==> src/hw/rtl/okxc_ram.sv <==
// ----------------------------------------------------------------------------
// Generic single-port-write RAM
// One write port and one read port with registered read data.
// ----------------------------------------------------------------------------
`default_nettype none

module okxc_ram #(
   parameter int WIDTH = 8,
   parameter int DEPTH = 512,
   localparam int ADDR_W = (DEPTH > 1) ? $clog2(DEPTH) : 1
) (
   input  logic              clock,
   input  logic              wr_en,
   input  logic [ADDR_W-1:0] wr_addr,
   input  logic [WIDTH-1:0]  wr_data,
   input  logic [ADDR_W-1:0] rd_addr,
   output logic [WIDTH-1:0]  rd_data
);

   logic [WIDTH-1:0] mem_ff [DEPTH];
   logic [WIDTH-1:0] rd_data_ff;

   always_ff @(posedge clock) begin
      if (wr_en) begin
         mem_ff[wr_addr] <= wr_data;
      end
      rd_data_ff <= mem_ff[rd_addr];
   end

   assign rd_data = rd_data_ff;

endmodule

`default_nettype wire

==> config.mk <==
export PLATFORM = sky130hd
export DESIGN_NAME = okxc_ram
export DESIGN_NICKNAME = d
export VERILOG_FILES = /design/src/hw/rtl/okxc_ram.sv
export SDC_FILE = /design/constraint.sdc
export NUM_CORES = 2
export LEC_CHECK = 0
export BUFFER_PORTS_ARGS = -buffer_cell sky130_fd_sc_hd__buf_2
export CAP_MARGIN = 20
export CORE_AREA = 2 2 496 596
export DETAILED_ROUTE_END_ITERATION = 8
export DIE_AREA = 0 0 498 598
export PLACE_DENSITY = 0.7
export SYNTH_ARGS = -nofsm -noshare
export SYNTH_HDL_FRONTEND = slang
export SYNTH_SLANG_ARGS = --single-unit
==> constraint.sdc <==
create_clock -name clock -period 2.66 [get_ports clock]
set_input_delay 0.133 -clock clock [delete_from_list [all_inputs] [get_ports clock]]
set_output_delay 0.133 -clock clock [all_outputs]
set_load 0.01 [all_outputs]
==> impl_metrics.yaml <==
status:
  outcome: "complete, but fails checks"
  failed_checks: "setup timing"
setup_path:
  path_cells: "mux2i_1 -> o221ai_2 -> a21oi_2 -> nor4_4 -> buf_4 -> nand4_1 -> nor4_4 -> buf_4 -> o2111a_1"
  endpoint_kind: "register"
  r2r_cells: 9
  timing.rr.end: "rd_data[7]"
  cp-startpoint: "mem_ff[43][7]"
  cp_max_fo: 2
  crit_type: "register to register"
  worstPathArrival_ns: 3.50
  timing.rr.start: "mem_ff[43][7]"
  crit_required_ns: 3.49
  critPathSlowestCell: "nor4_4"
  rrSetupSlack_ns: -0.01
  slowest_delay_ns: 0.56
  start_kind: "register"
  endpoint: "rd_data[7]"
timing:
  setup_ws_ns: -0.0137
  clock_skew_ns: 0.0417
  maxSlewHeadroom_pct: 27.1
  timing.fmax_ghz: 0.374
  worst_pin_slew_ns: 1.08
  hold_viol: 0
  period_needed_ns: 2.67
  setup_viol: 1
  whs_ns: 0.0838
  rsz0062_at_grt: "yes"
  drv_slew: 0
  finalCritPeriodShare_pct: 101
  tns_ns: -0.0137
global_routing:
  grt_pass1_vias: 86864
  grt_pass1_wl_microns: 603000
  grt_busiest_layer: "met2"
  use_met1_pct: 36.1
  grt_overflow: 0
  grtUsageTotal_pct: 27.9
  met2_usage_pct: 46.6
  grt_max_degree: 113
  antenna_found_initial: 27
  met3_usage_pct: 4.69
clocking:
  clk_path_buf_depth: 4
  root_buffer: "clkbuf_16"
  htree_levels: 5
  cts.sinks: 4104
  clkLatencyLatePin_ns: 0.92
  clk_pin_slew_ns: 0.07
  tritoncts: "done"
  cts_buffers: 371
power_and_ir_drop:
  switching_power_mw: 27.8
  ir_drop_mv: 0.714
  power_density_nw_per_um2: 705
  pwr-share-clk_pct: 40.1
  power_leakage_nw: 61.7
  intPower_mw: 104
  p_total_mw: 131
  seqPwrFrac_pct: 54.2
  swShare_pct: 21.1
  p_comb_share_pct: 5.6
detailed_routing:
  viasPerCell: 6.42
  drc: 0
  drt_pass1_iterations: 6
  drtIter0Drc: 10935
  antenna_left: 0
  post_drt_wl_per_cell_microns: 31.3
  wl_microns: 420000
  vias: 86098
placed_design:
  dp_cells: 12726
  place_ws_ns: -1.22
  dpl-instance-area_sq_um: 174000
  place_congestion: 0.952
  portBuffers: 35
  dp_hpwl_microns: 271000
logic_synthesis:
  synth_enable_flop_cells: 4096
  synth_area_sq_um: 160000
  ys_seq_area_share_pct: 77.0
  synth-warning-count: 0
  ys_seq_elements: 4104
  ys.flop_type: "edfxtp_1"
  synth_nets: 8058
  async_flop_share_pct: 0
  avgSynthCellArea_sq_um: 19.9
  yosys.cell_types.count: 51
  synthCells: 8030
finish:
  layout_commonest_cell: "edfxtp_1"
  area_delta_synth_final_pct: 16.7
  layout-drive-gt1-share_pct: 27.1
  fin_util_pct: 63.7
  final_cell_area_sq_um: 187000
  final_nets: 9285
  layout.cells.non_filler: 13415
  final_cell_mix: "4096 x edfxtp_1, 1149 x buf_4, 797 x mux2i_1"
floorplanning:
  fp-row-count: 218
  start_util_pct: 54.6
  die_y_microns: 598
  die_area_sq_um: 298000
  coreArea_sq_um: 293000
  die_w_microns: 498
  ios: 36
hold_path:
  hp-class: "primary input to register"
run:
  maxCapViolations: 0
[per-layer routing]
metal | part of all wire, % | vias to the layer above
met5 | 0.028 | -
met4 | 5.2 | 16
met3 | 8.8 | 969
met2 | 50 | 4640
met1 | 36 | 44607
li1 | - | 35866
[critical path, delay by kind of cell, from the launching register on]
| kind | cells | cell delay [ns] |
|---|---|---|
| DFF | 1 | 0.35 |
| and+or+nand+nor | 3 | 1.12 |
| muxes | 1 | 0.10 |
| AOI/OAI and AO/OA | 3 | 0.63 |
| buffers and inverters | 2 | 0.39 |
[cells by family after synthesis]
kind of cell,count (synthesis),share of synthesized area (%)
AOI/OAI and AO/OA,979,4.31
buffers and inverters,516,1.85
DFF,4104,77.0
muxes,1451,14.2
and+or+nand+nor,980,2.63
[registers in the layout, summed over array words and instances (netlist names)]
register and flops:
rd_data 8, mem_ff 4096
[what timing repair did]
| action | in CTS | in global routing |
|---|---|---|
| hold buffers | 10 | 0 |
| resized for setup | 24 | 21 |
| pin swaps | 9 | 10 |
| hold endpoints to repair | 1220 | 0 |
| endpoints found under the setup margin | 6 | 5 |
| setup buffers | 1 | 0 |
[layout make-up]
type,instances,area (sq um)
tap,3850,4820
sequential,4104,123000
multi-input combinational,3410,34200
inverter,3,18.8
antenna,17,42.5
clock buffer,451,9820
clock inverter,213,2000
timing repair buffer,1367,12500
fill,19249,106000
[synth_stat cells (32+ instances only)]
cell type  number  area (sq um)
a21oi_1       194           971
a22oi_1        61           458
buf_1          41           154
buf_2          57           285
buf_4          70           526
buf_6          64           721
clkbuf_1      265           995
edfxtp_1     4096        123000
mux2i_1       797          7980
mux4_2        654         14700
nand2_1       111           417
nand3_1        36           180
nand4_1        32           200
nor2_1        597          2240
nor3_1        109           546
nor4_1         36           225
o21ai_0       118           591
o221ai_1      371          3250
o22ai_1       163          1020
[power groups by stage]
stage	clock (mW)	sequential [mW]	combinational, mW
after floorplan	0	72.6	3.39
after global placement	0	72.7	7.14
after detailed placement	0	72.7	7.28
after CTS	53.2	71.3	7.34
after global routing	55.5	71.2	7.70
final	52.8	71.3	7.42
[worst min-delay path by stage]
stage / slack (ns) / end / cells past startpoint / start
after floorplan: 0.23 / mem_ff[0][0] / 0 / wr_data[0]
after global placement: 0.53 / mem_ff[55][3] / 1 / wr_data[3]
after detailed placement: 0.54 / mem_ff[55][3] / 1 / wr_data[3]
after CTS: 0.02 / mem_ff[395][6] / 4 / wr_addr[1]
after global routing: 0.07 / mem_ff[395][6] / 4 / wr_addr[1]
final: 0.08 / mem_ff[395][6] / 4 / wr_addr[1]
(Power assumes the default switching activity.)
