File: src/hw/rtl/okxc_pkg.sv
// ----------------------------------------------------------------------------
// Offset-keyed XOR cipher package
// Shared widths, constants, item kinds and payload types for the cipher unit.
// ----------------------------------------------------------------------------
`default_nettype none

package okxc_pkg;

   localparam int OFF_W      = 48;
   localparam int BYTE_W     = 8;
   localparam int SLOT_W     = 9;
   localparam int MOD_W      = 10;
   localparam int CHUNK_W    = 15;
   localparam int SUM_W      = CHUNK_W + 2;
   localparam int SQ_W       = 2 * CHUNK_W;
   localparam int DVD_W      = 32;
   localparam int STEP_BITS  = 2;
   localparam int CELL_COUNT = DVD_W / STEP_BITS;
   localparam int RSP_DEPTH  = 32;
   localparam int PTR_W      = $clog2(RSP_DEPTH);
   localparam int CNT_W      = PTR_W + 1;

   localparam logic [CHUNK_W-1:0] OFF_MOD  = 15'h7FFF;
   localparam logic [DVD_W-1:0]   IDX_BIAS = 32'd71214;

   typedef enum logic {
      KIND_LOAD = 1'b0,
      KIND_DATA = 1'b1
   } kind_type;

   typedef struct packed {
      kind_type            kind;
      logic [SLOT_W-1:0]   key_slot;
      logic [BYTE_W-1:0]   value_byte;
      logic [OFF_W-1:0]    byte_offset;
      logic                last_in_buffer;
   } req_payload_type;

   typedef struct packed {
      logic [BYTE_W-1:0]   result_byte;
      logic                result_last;
   } rsp_payload_type;

   typedef logic [MOD_W-1:0] csr_payload_type;

   typedef struct packed {
      kind_type            kind;
      logic [SLOT_W-1:0]   key_slot;
      logic [BYTE_W-1:0]   value_byte;
      logic                last_in_buffer;
      logic [DVD_W-1:0]    dvd;
      logic [MOD_W-1:0]    rem;
   } lane_type;

endpackage

`default_nettype wire

File: src/hw/rtl/okxc_rsp_fifo.sv
// ----------------------------------------------------------------------------
// Result queue
// Holds finished result items until the downstream side takes them.
// ----------------------------------------------------------------------------
`default_nettype none

module okxc_rsp_fifo (
   input  logic                      clock,
   input  logic                      reset,
   input  logic                      wr_en,
   input  okxc_pkg::rsp_payload_type wr_data,
   output logic                      rd_valid,
   input  logic                      rd_ready,
   output okxc_pkg::rsp_payload_type rd_data
);

   okxc_pkg::rsp_payload_type  mem_ff [okxc_pkg::RSP_DEPTH];
   logic [okxc_pkg::PTR_W-1:0] wr_ptr_ff;
   logic [okxc_pkg::PTR_W-1:0] rd_ptr_ff;
   logic [okxc_pkg::CNT_W-1:0] fill_ff;
   logic [okxc_pkg::CNT_W-1:0] fill_in;
   logic                       pop;

   assign rd_valid = (fill_ff != '0);
   assign rd_data  = mem_ff[rd_ptr_ff];
   assign pop      = rd_valid && rd_ready;

   always_comb begin
      case ({wr_en, pop})
         2'b10:   fill_in = fill_ff + okxc_pkg::CNT_W'(1);
         2'b01:   fill_in = fill_ff - okxc_pkg::CNT_W'(1);
         default: fill_in = fill_ff;
      endcase
   end

   always_ff @(posedge clock) begin
      if (reset) begin
         wr_ptr_ff <= '0;
         rd_ptr_ff <= '0;
         fill_ff   <= '0;
      end else begin
         if (wr_en) begin
            wr_ptr_ff <= wr_ptr_ff + okxc_pkg::PTR_W'(1);
         end
         if (pop) begin
            rd_ptr_ff <= rd_ptr_ff + okxc_pkg::PTR_W'(1);
         end
         fill_ff <= fill_in;
      end
      if (wr_en) begin
         mem_ff[wr_ptr_ff] <= wr_data;
      end
   end

endmodule

`default_nettype wire

File: config.mk
export PLATFORM = sky130hd
export DESIGN_NAME = okxc_rsp_fifo
export DESIGN_NICKNAME = d
export VERILOG_FILES = /design/src/hw/rtl/okxc_pkg.sv /design/src/hw/rtl/okxc_rsp_fifo.sv
export SDC_FILE = /design/constraint.sdc
export NUM_CORES = 1
export LEC_CHECK = 0
export BUFFER_PORTS_ARGS = -buffer_cell sky130_fd_sc_hd__buf_2
export CAP_MARGIN = 20
export CORE_AREA = 5 5 156 158
export DETAILED_ROUTE_END_ITERATION = 8
export DIE_AREA = 0 0 161 163
export PLACE_DENSITY = 0.77
export SYNTH_ARGS = -nofsm -noshare
export SYNTH_HDL_FRONTEND = slang
export SYNTH_SLANG_ARGS = --single-unit
File: constraint.sdc
create_clock -name clock -period 5.4 [get_ports clock]
set_clock_uncertainty 0.15 [all_clocks]
set_input_delay 0.81 -clock clock [delete_from_list [all_inputs] [get_ports clock]]
set_output_delay 0.81 -clock clock [all_outputs]
set_load 0.005 [all_outputs]
==> impl_results.md <==
- Initial antenna violation count: 0
- Cells after Synth: 681
- Avg Inst Size Synth: about 18 um^2
- Top-level I/O count: 23
- CTS Root Buffer Type: clkbuf_16
- Gr busiest metal: met2
- Final core utilization: 59.5%
- # resized after CTS: 0
- Reg2reg setup slack: 2.37 ns
- Post-CTS Repair Setup Buffers: 0
- Final hold violation count: 0
- Total track usage: 19.7%
- Max clock buf depth: 3
- Core area: 23000 um^2
- GRT overflow: 0
- Fraction of layout cells with a size suffix above 1: 16.8%
- GRT met3 Usage: under 10%
- Setup slack after layout: between 1 and 1.5 ns
- Grt met1 use: 28.3%
- CTS Hold Bufs: 0
- ANT nets after route: 0
- Slew @ Worst Pin: about 1.2 ns
- CTS clk-pin slew, worst paths: 0.06 ns
- Diode count: 0
- Min-Delay Startpoint: rd_ptr_ff[4]$_SDFFE_PP0N_
- Count of final max-slew check failures: 0
- Final Power: 5.68 mW
- Final min period: approximately 4.0 ns
- Skew-Pair Late Insertion Delay: 0.54 ns
- CP endpoint kind: output port
- Peak Freq: 251 MHz
- Die X: 161 um
- DP HPWL: approximately 15 mm
- Capturing point of the worst reg2reg path: fill_ff[4]$_SDFFE_PP0P_
- Vias after detailed routing: 6393
- Maxcap violations: 0
- Initial Util: 53.5%
- GR Util met2: 31.3%
- First-pass GRT wire length: 39.6 mm
- Row cnt: 56
- Die height: 163 um
- Final setup viols: 0
- Async SR Flop Fraction: 0%
- TritonCTS Sinks: 309
- Critical Path Start Type: flip-flop
- Worst Path Max Fanout: 56
- Post-layout net count: 726
- TritonCTS Buffers: 31
- DR iter-0 viols: 662
- PwrDens: 415 nW/um^2
- EDFF count, synth: 288
- Cell depth of the worst hold path: 2
- RSZ-0062 raised after global routing: false
- Arrival @ worst endpoint: 3.02 ns
- Distinct cells, synth: 54
- Fin crit share: 73.7%
- DRT Wirelength: 25.5 mm
- Flops & latches, synth: 309
- Synthesized area: 12300 um^2
- Hold path endpoint: rd_ptr_ff[4]$_SDFFE_PP0N_
- Mapped Nets: approximately 700
- Worst min path class: reg -> reg
- Setup tns final: 0 ns
- Vias in the first global route: 6477
- Initial DRT Pass Iterations: 5
- H-tree Lvls: 1
- Buffers on Ports: 22
- WL/cell: 25.1 um
- # DRC: 0
- Filler Cell Count: 1604
- Max transition margin: between 20 and 25%
- Register area share after synthesis: 73.7%
- Via/cell ratio: 6.28
- CTS tree: built
- FF-to-FF Start: fill_ff[3]$_SDFFE_PP0P_
- Leakage power: ~4.3 nW
- Worst VDD drop: approximately 0.31 mV
- Status: finished, final reports clean
- Crit path kind: reg -> out
- DP Worst Slack: 2.00 ns
- CP required: 4.44 ns
- P&R area growth vs syn: 11.3%
- Die area: 26200 um^2
- YS warnings: 0
- GPL Wtd Cong: 0.860
- Ys flop type: edfxtp_1
- Worst R2R Path Depth: 10
- Largest net degree at the start of global routing: 57
## power breakdown
group          internal, mW  switching [mW]  total, mW
sequential             2.66          0.0954       2.75
combinational         0.369           0.411      0.781
clock                  1.28           0.863       2.14
total                  4.31            1.37       5.68
## cells by family after synthesis
kind of cell / after synthesis / synth area share [%]
buffers and inverters: 47 / 1.92
xor gates and xnor gates: 10 / 0.712
DFF: 309 / 73.7
and+or+nand+nor: 121 / 4.89
muxes: 112 / 12.9
AOI/OAI and AO/OA: 74 / 5.03
adders and majority gates: 8 / 0.814
## Yosys cell counts (8+ instances only)
| cell type | instances | share of area (%) |
|---|---|---|
| edfxtp_1 | 288 | 70 |
| mux2i_1 | 75 | 6.1 |
| nor2_1 | 51 | 1.6 |
| a22oi_1 | 36 | 2.2 |
| mux4_2 | 32 | 5.9 |
| nand3_1 | 29 | 1.2 |
| dfxtp_1 | 21 | 3.4 |
| buf_2 | 16 | 0.65 |
| clkbuf_1 | 13 | 0.40 |
| a22o_1 | 9 | 0.64 |
| nand2_1 | 9 | 0.27 |
| a221oi_2 | 8 | 0.98 |
| ha_1 | 8 | 0.81 |
| inv_1 | 8 | 0.24 |
| xor2_1 | 8 | 0.57 |
## sequential cells by signal, summed over array words and instances, names as in the netlist, named ones only
name and flops:
mem_ff 288, rd_ptr_ff 5, fill_ff 6, wr_ptr_ff 5
## cells in the final DEF, fill, tap and decap left out, types with 19 or more instances in the layout
cell	Yosys	layout
edfxtp_1	288	288
mux2i_1	75	75
nor2_1	51	51
a22oi_1	36	36
mux4_2	32	32
clkbuf_16	0	31
nand3_1	29	29
buf_2	16	22
dfxtp_1	21	19
## worst max-delay path, stage by stage (launching register included)
cell and delay (ns):
dfxtp_4 0.90, buf_12 0.43, mux4_2 0.40, a221oi_2 0.35, nand3_1 0.13, buf_2 0.16
## stage by stage
stage,std cells,instance area (um^2),hold slack (ns)
finish,1018,13700,0.409
global route,1018,13700,0.438
CTS,1016,13700,0.407
detailed placement,960,12600,0.387
global placement,959,12600,0.359
floorplan,681,12300,0.335
## metal layers
metal | vias up | routed length, um
met5 | - | 0
met4 | 0 | 817
met3 | 44 | 1890
met2 | 304 | 12200
met1 | 3261 | 10600
li1 | 2784 | -
## worst max-delay path by stage
stage,to,cells after the start,startpoint
final,rd_data[3],5,flip-flop
after global routing,rd_data[3],5,flip-flop
after detailed placement,rd_data[3],5,flip-flop
after CTS,rd_data[3],5,flip-flop
after floorplan,fill_ff[4]$_SDFFE_PP0P_,12,fill_ff[1]$_SDFFE_PP0P_
after global placement,rd_data[2],5,flip-flop
## cell type report
cell class,instances,area [um^2],share of cell area (%)
Timing Repair Buffer,29,191,1.40
Clock inverter,25,253,1.85
Inverter,9,33.8,0.247
Clock buffer,31,776,5.67
Sequential cell,309,9070,66.3
Multi-Input combinational cell,325,3000,21.9
Tap cell,290,363,2.65
Power figures use the tool's default switching activity.
