`src/hw/rtl/okxc_pkg.sv`:
```
// ----------------------------------------------------------------------------
// Offset-keyed XOR cipher package
// Shared widths, constants, item kinds and payload types for the cipher unit.
// ----------------------------------------------------------------------------
`default_nettype none

package okxc_pkg;

   localparam int OFF_W      = 48;
   localparam int BYTE_W     = 8;
   localparam int SLOT_W     = 9;
   localparam int MOD_W      = 10;
   localparam int CHUNK_W    = 15;
   localparam int SUM_W      = CHUNK_W + 2;
   localparam int SQ_W       = 2 * CHUNK_W;
   localparam int DVD_W      = 32;
   localparam int STEP_BITS  = 2;
   localparam int CELL_COUNT = DVD_W / STEP_BITS;
   localparam int RSP_DEPTH  = 32;
   localparam int PTR_W      = $clog2(RSP_DEPTH);
   localparam int CNT_W      = PTR_W + 1;

   localparam logic [CHUNK_W-1:0] OFF_MOD  = 15'h7FFF;
   localparam logic [DVD_W-1:0]   IDX_BIAS = 32'd71214;

   typedef enum logic {
      KIND_LOAD = 1'b0,
      KIND_DATA = 1'b1
   } kind_type;

   typedef struct packed {
      kind_type            kind;
      logic [SLOT_W-1:0]   key_slot;
      logic [BYTE_W-1:0]   value_byte;
      logic [OFF_W-1:0]    byte_offset;
      logic                last_in_buffer;
   } req_payload_type;

   typedef struct packed {
      logic [BYTE_W-1:0]   result_byte;
      logic                result_last;
   } rsp_payload_type;

   typedef logic [MOD_W-1:0] csr_payload_type;

   typedef struct packed {
      kind_type            kind;
      logic [SLOT_W-1:0]   key_slot;
      logic [BYTE_W-1:0]   value_byte;
      logic                last_in_buffer;
      logic [DVD_W-1:0]    dvd;
      logic [MOD_W-1:0]    rem;
   } lane_type;

endpackage

`default_nettype wire

```
`src/hw/rtl/okxc_mod_cell.sv`:
```
// ----------------------------------------------------------------------------
// Modulo reduction cell
// Shifts two dividend bits into the partial remainder, one restoring step each.
// ----------------------------------------------------------------------------
`default_nettype none

module okxc_mod_cell (
   input  logic                       clock,
   input  logic                       reset,
   input  logic [okxc_pkg::MOD_W-1:0] modulus,
   input  logic                       up_valid,
   input  okxc_pkg::lane_type         up_lane,
   output logic                       dn_valid,
   output okxc_pkg::lane_type         dn_lane
);

   logic                       valid_ff;
   okxc_pkg::lane_type         lane_ff;
   okxc_pkg::lane_type         lane_in;
   logic [okxc_pkg::MOD_W:0]   trial;
   logic [okxc_pkg::MOD_W-1:0] rem_v;
   logic [okxc_pkg::DVD_W-1:0] dvd_v;

   always_comb begin
      rem_v = up_lane.rem;
      dvd_v = up_lane.dvd;
      trial = '0;
      for (int i = 0; i < okxc_pkg::STEP_BITS; i++) begin
         trial = {rem_v, dvd_v[okxc_pkg::DVD_W-1]};
         dvd_v = dvd_v << 1;
         if (trial >= {1'b0, modulus}) begin
            trial = trial - {1'b0, modulus};
         end
         rem_v = trial[okxc_pkg::MOD_W-1:0];
      end
      lane_in     = up_lane;
      lane_in.dvd = dvd_v;
      lane_in.rem = rem_v;
   end

   always_ff @(posedge clock) begin
      if (reset) begin
         valid_ff <= 1'b0;
      end else begin
         valid_ff <= up_valid;
      end
      lane_ff <= lane_in;
   end

   assign dn_valid = valid_ff;
   assign dn_lane  = lane_ff;

endmodule

`default_nettype wire

```
`config.mk`:
```
export PLATFORM = sky130hd
export DESIGN_NAME = okxc_mod_cell
export DESIGN_NICKNAME = d
export VERILOG_FILES = /design/src/hw/rtl/okxc_pkg.sv /design/src/hw/rtl/okxc_mod_cell.sv
export SDC_FILE = /design/constraint.sdc
export NUM_CORES = 1
export LEC_CHECK = 0
export CORE_MARGIN = 8
export CORE_UTILIZATION = 55
export CTS_CLUSTER_DIAMETER = 80
export CTS_CLUSTER_SIZE = 30
export DETAILED_ROUTE_END_ITERATION = 8
export DONT_BUFFER_PORTS = 1
export MAX_ROUTING_LAYER = met4
export PLACE_DENSITY_LB_ADDON = 0.25
export SETUP_SLACK_MARGIN = 0.4
export SYNTH_ARGS = -nofsm -noshare
export SYNTH_HDL_FRONTEND = slang
export SYNTH_SLANG_ARGS = --single-unit
```
`constraint.sdc`:
```
create_clock -name clock -period 4.5 [get_ports clock]
set_input_delay 0.9 -clock clock [delete_from_list [all_inputs] [get_ports clock]]
set_output_delay 0.9 -clock clock [all_outputs]
set_load 0.03 [all_outputs]
```
==> flow_summary.json, run 1 <==
{
  "diodes": 0,
  "final_layout_size_suffix_gt1_share_pct": 24.7,
  "grt_pass1_wl_mm": 8.51,
  "hp-class": "in -> reg",
  "peakVddDrop_mv": 0.191,
  "finalHoldViolCount": 0,
  "drt_iter0_markers": 45,
  "synth_top_family_by_area": "adder cells",
  "numCtsBuffers": 9,
  "row_count": 24,
  "syn_area_per_cell_um2": 11.2,
  "yosys_warnings": 0,
  "synth-compound-area-share_pct": 11.8,
  "crit_type": "in -> reg",
  "synth_cell_type_count": 40,
  "fin_hold_ws_ps": 615,
  "first_global_vias": 1665,
  "seq_area_frac_synth_pct": 49.7,
  "yosysTopAreaCell": "dfxtp_1",
  "relSlewSlack_pct": 66.4,
  "powerDensity_mw_per_mm2": 538,
  "synth_fa_ha_area_share_pct": 12.0,
  "finalSetupTns_ps": 0,
  "grt_util_all_layers_pct": 17.3,
  "totalWireLength_mm": 6.18,
  "grt_max_degree": 10,
  "core_area_mm2": 0.00429,
  "drv_cap": 0,
  "status": "completed",
  "synthArstFlopShare_pct": 0,
  "vias_per_cell": 5.75,
  "grt_overflow": 0,
  "start_util_pct": 56.3,
  "portBuffers": 0,
  "synth_top_area_share_pct": 49.7,
  "finalCritPeriodShare_pct": 86.6,
  "hpwl_mm": 5.45,
  "start_kind": "input port",
  "die_h_um": 82.3,
  "critPathArrivalTime_ps": 4090,
  "critPathCaptureType": "flip-flop",
  "hold_buffers": 0,
  "p_total_uw": 1540,
  "drv_slew": 0,
  "setup_violations": 0,
  "ys_top_cells_by_count": "dfxtp_1 (60), inv_1 (21), ha_1 (20)",
  "synthXorXnorAreaFrac_pct": 4.71,
  "clk_path_buf_depth": 2,
  "cts_tree": "yes",
  "synth.most_common_cell": "dfxtp_1",
  "die_width_um": 82.3,
  "synthCells": 216,
  "synth.area.mux_share_pct": 9.67,
  "crit_required_ps": 4690,
  "design.die.area_mm2": 0.00677,
  "yosys-top-cells-area": "dfxtp_1 (50%), ha_1 (10%), mux2_2 (7.0%)",
  "cts.sinks": 60,
  "max_freq_mhz": 256,
  "ys_ff_latch": 60,
  "route.vias.total": 1628,
  "drc": 0,
  "synth_edf_count": 0,
  "antenna_left": 0,
  "firstDrtPassIters": 4,
  "cts.clk_slew.worst_paths_ps": 60,
  "wl_per_cell_um": 21.8,
  "io_pins": 136,
  "cp_max_fo": 9,
  "synthToLayoutAreaGrowth_pct": 18.2,
  "ys.flop_type": "dfxtp_1",
  "synth_simple_gate_area_share_pct": 7.71,
  "gp_congestion": 0.908,
  "htreeDepth": 3,
  "clockRootBuffer": "clkbuf_8",
  "synth_area_mm2": 0.00242,
  "fin_crit_ps": 3900,
  "fin_nets": 324,
  "antenna_found_initial": 0,
  "p_leak_uw": 0.00124,
  "worst_pin_slew_ps": 500,
  "rsz0062_at_grt": "false"
}
layout make-up:
class | count | area, um2
fillers | 333 | 1440
multi-input cells | 132 | 1320
flip-flops and latches | 60 | 1200
clock buffers | 11 | 141
inverters | 21 | 78.8
well taps | 52 | 65.1
repair buffers | 4 | 42.5
clock inverters | 3 | 15.0
sequential cells by signal, summed over array words and instances (netlist names):
| name | count |
|---|---|
| dn_valid | 1 |
| dn_lane | 59 |
layer usage:
layer	track usage, %	wire length [um]
met2	32.3	3370
met4	8.25	40
met5	-	0
met1	15.8	2080
met3	4.76	683
where the power goes:
group / internal (uW) / total [uW] / switching [uW]
sequential: 601 / 769 / 168
combinational: 221 / 400 / 179
clock: 205 / 369 / 164
total: 1030 / 1540 / 511
stage by stage:
step,area [um2],setup WS [ps],util [%],cells
finish,2860,601,66.6,283
global route,2860,428,66.6,283
CTS,2830,541,65.9,281
detailed placement,2680,208,62.3,267
global placement,2680,298,62.3,267
floorplan,2620,328,-,217
worst max-delay path, stage by stage:
cell	delay [ps]
inv_1	40
ha_1	410
a21oi_2	240
nand2_1	90
o2111ai_2	280
a31oi_4	140
buf_12	170
mux2_4	310
ha_4	240
o211ai_1	170
a21oi_1	80
o21ai_1	170
nand2_1	110
a211oi_4	220
buf_4	190
mux2_4	300
cell usage in the layout (no fill, tap or decap), drive strengths merged, types with 4 or more instances in the layout:
master / n
xnor2: 10
o21ai: 8
o211ai: 4
buf: 4
ha: 20
mux2: 16
nand2: 4
a21oi: 15
clkbuf: 11
nand2b: 5
mux2i: 5
nor2: 9
inv: 21
dfxtp: 60
logic make-up (layout without fill, tap and decap cells):
logic type | after synthesis | after routing
xor+xnor | 13 | 13
fa+ha+maj | 22 | 22
buf+inv | 25 | 39
other cells | 1 | 2
compound gates | 41 | 41
flops | 60 | 60
simple gates | 33 | 33
mux | 21 | 21
final timing paths:
kind	from	to	cells past startpoint
setup / recovery	modulus[6]	dn_lane[5]	16
hold / removal	up_lane[53]	dn_lane[53]	0
what timing repair did:
action / 4_1_cts / 5_1_grt
endpoints found under the setup margin: 0 / 9
gates resized for setup: 0 / 0
buffers inserted: 0 / 2
Note: power is estimated with default switching activity, not from simulation.
==> inputs of run 2 (changes only) <==
--- a/config.mk
+++ b/config.mk
@@ -12,7 +12,7 @@
 export DETAILED_ROUTE_END_ITERATION = 8
 export DONT_BUFFER_PORTS = 1
 export MAX_ROUTING_LAYER = met4
-export PLACE_DENSITY_LB_ADDON = 0.25
+export PLACE_DENSITY = 0.73
 export SETUP_SLACK_MARGIN = 0.4
 export SYNTH_ARGS = -nofsm -noshare
 export SYNTH_HDL_FRONTEND = slang
==> flow_summary.json, run 2 (same netlist as run 1, synthesis figures left out) <==
{
  "totalWireLength_mm": 6.22,
  "grt_overflow": 0,
  "dr_wl_met3_um": 637,
  "cp_max_fo": 10,
  "cts.sinks": 60,
  "worstPathCellList": "inv_1 > ha_1 > and4_4 > a31oi_4 > a31oi_4 > buf_4 > mux2_2 > ha_4 > o21ai_0 > a21oi_1 > o21ai_1 > nand2_1 > a211oi_4 > buf_12 > mux2_4",
  "clockRootBuffer": "clkbuf_8",
  "core_area_mm2": 0.00429,
  "startpoint": "modulus[5]",
  "design.die.area_mm2": 0.00677,
  "worst_pin_slew_ps": 559,
  "final_layout_size_suffix_gt1_share_pct": 25.3,
  "max_freq_mhz": 249,
  "grt_util_all_layers_pct": 17.4,
  "gp_congestion": 0.941,
  "met2WireLength_mm": 3.31,
  "hpwl_mm": 5.35,
  "hold_buffers": 0,
  "antenna_left": 0,
  "finalCritPeriodShare_pct": 89.3,
  "synthToLayoutAreaGrowth_pct": 20.6,
  "htreeDepth": 3,
  "dp_cells": 267,
  "wl_per_cell_um": 21.8,
  "vias_per_cell": 5.58,
  "hp-class": "in -> reg",
  "largest_reg_flops": 59,
  "setup_violations": 0,
  "drt_iter0_markers": 65,
  "top_layer_used": "met4",
  "drv_cap": 0,
  "relSlewSlack_pct": 62.5,
  "grt_pass1_wl_mm": 8.62,
  "cts.clk_slew.worst_paths_ps": 60,
  "finalHoldViolCount": 0,
  "p_leak_uw": 0.00125,
  "diodes": 0,
  "grt_max_degree": 11,
  "crit_top_cell": "a31oi_4",
  "io_pins": 136,
  "drv_slew": 0,
  "wl_met1_mm": 2.18,
  "crit_type": "in -> reg",
  "row_count": 24,
  "firstDrtPassIters": 4,
  "start_util_pct": 56.3,
  "die_h_um": 82.3,
  "critPathCaptureType": "flip-flop",
  "stdcell_count": 285,
  "crit_slowest_cell": "ha_1",
  "crit_end": "dn_lane[1]",
  "critPathArrivalTime_ps": 4210,
  "numCtsBuffers": 9,
  "die_width_um": 82.3,
  "cp_slowest_stage_delay_ps": 440,
  "final_common_cell": "dfxtp_1",
  "final_cell_mix": "dfxtp_1 (60), inv_1 (21), mux2_4 (14)",
  "fin_crit_ps": 4020,
  "first_global_vias": 1640,
  "cts_tree": "yes",
  "clk_path_buf_depth": 2,
  "crit_required_ps": 4690,
  "portBuffers": 0,
  "fin_nets": 324,
  "finalSetupTns_ps": 0,
  "status": "completed",
  "route.vias.total": 1590,
  "start_kind": "input port",
  "antenna_found_initial": 0,
  "powerDensity_mw_per_mm2": 555,
  "drc": 0,
  "peakVddDrop_mv": 0.228,
  "rsz0062_at_grt": "false"
}
-- run 2: worst min path at each step --
stage               depth (start not counted)   startpoint           to  slack, ps
finish                                      0  up_lane[11]  dn_lane[13]        610
global route                                0  up_lane[52]  dn_lane[52]        590
CTS                                         0  up_lane[15]  dn_lane[17]        600
detailed placement                          0  up_lane[26]  dn_lane[28]        930
global placement                            0  up_lane[26]  dn_lane[28]        930
floorplan                                   0  up_lane[10]  dn_lane[12]        930
-- run 2: metal layers --
layer,global-route usage (%),vias up
met5,-,-
met2,31.6,91
met3,5.30,8
met4,6.32,0
li1,-,766
met1,17.0,725
-- run 2: layout make-up --
cell class              count  area, um2
inverters                  21       78.8
flip-flops and latches     60       1200
repair buffers              4       42.5
clock inverters             4       48.8
fillers                   307       1380
multi-input cells         132       1340
well taps                  52       65.1
clock buffers              12        145
-- run 2: power breakdown --
group | total (uW) | internal [uW] | switching (uW)
Sequential | 767 | 600 | 167
Combinational | 407 | 224 | 183
Clock | 446 | 270 | 176
Total | 1620 | 1090 | 525
-- run 2: per-stage QoR --
| stage | setup WS [ps] | hold WS, ps | power [uW] | area (um2) | util (%) |
|---|---|---|---|---|---|
| 2_1_floorplan | 328 | 928 | 1090 | 2620 | - |
| 3_3_place_gp | 302 | 928 | 1170 | 2690 | 62.6 |
| 3_5_place_dp | 180 | 928 | 1180 | 2690 | 62.6 |
| 4_1_cts | 520 | 596 | 1630 | 2880 | 67.1 |
| 5_1_grt | 397 | 587 | 1700 | 2920 | 67.9 |
| 6_report | 480 | 614 | 1620 | 2920 | 67.9 |
-- run 2: critical path, delay by kind of cell --
family / cells / cell delay [ps]
AND/OR/NAND/NOR: 2 / 400
AO/OA/AOI/OAI: 6 / 1100
adder cells (fa/ha/maj): 2 / 690
buffers and inverters: 3 / 430
multiplexers: 2 / 670
-- run 2: repair_timing --
action | in CTS | in global routing
resized for setup | 0 | 3
setup buffers | 0 | 2
endpoints found under the setup margin | 0 | 9
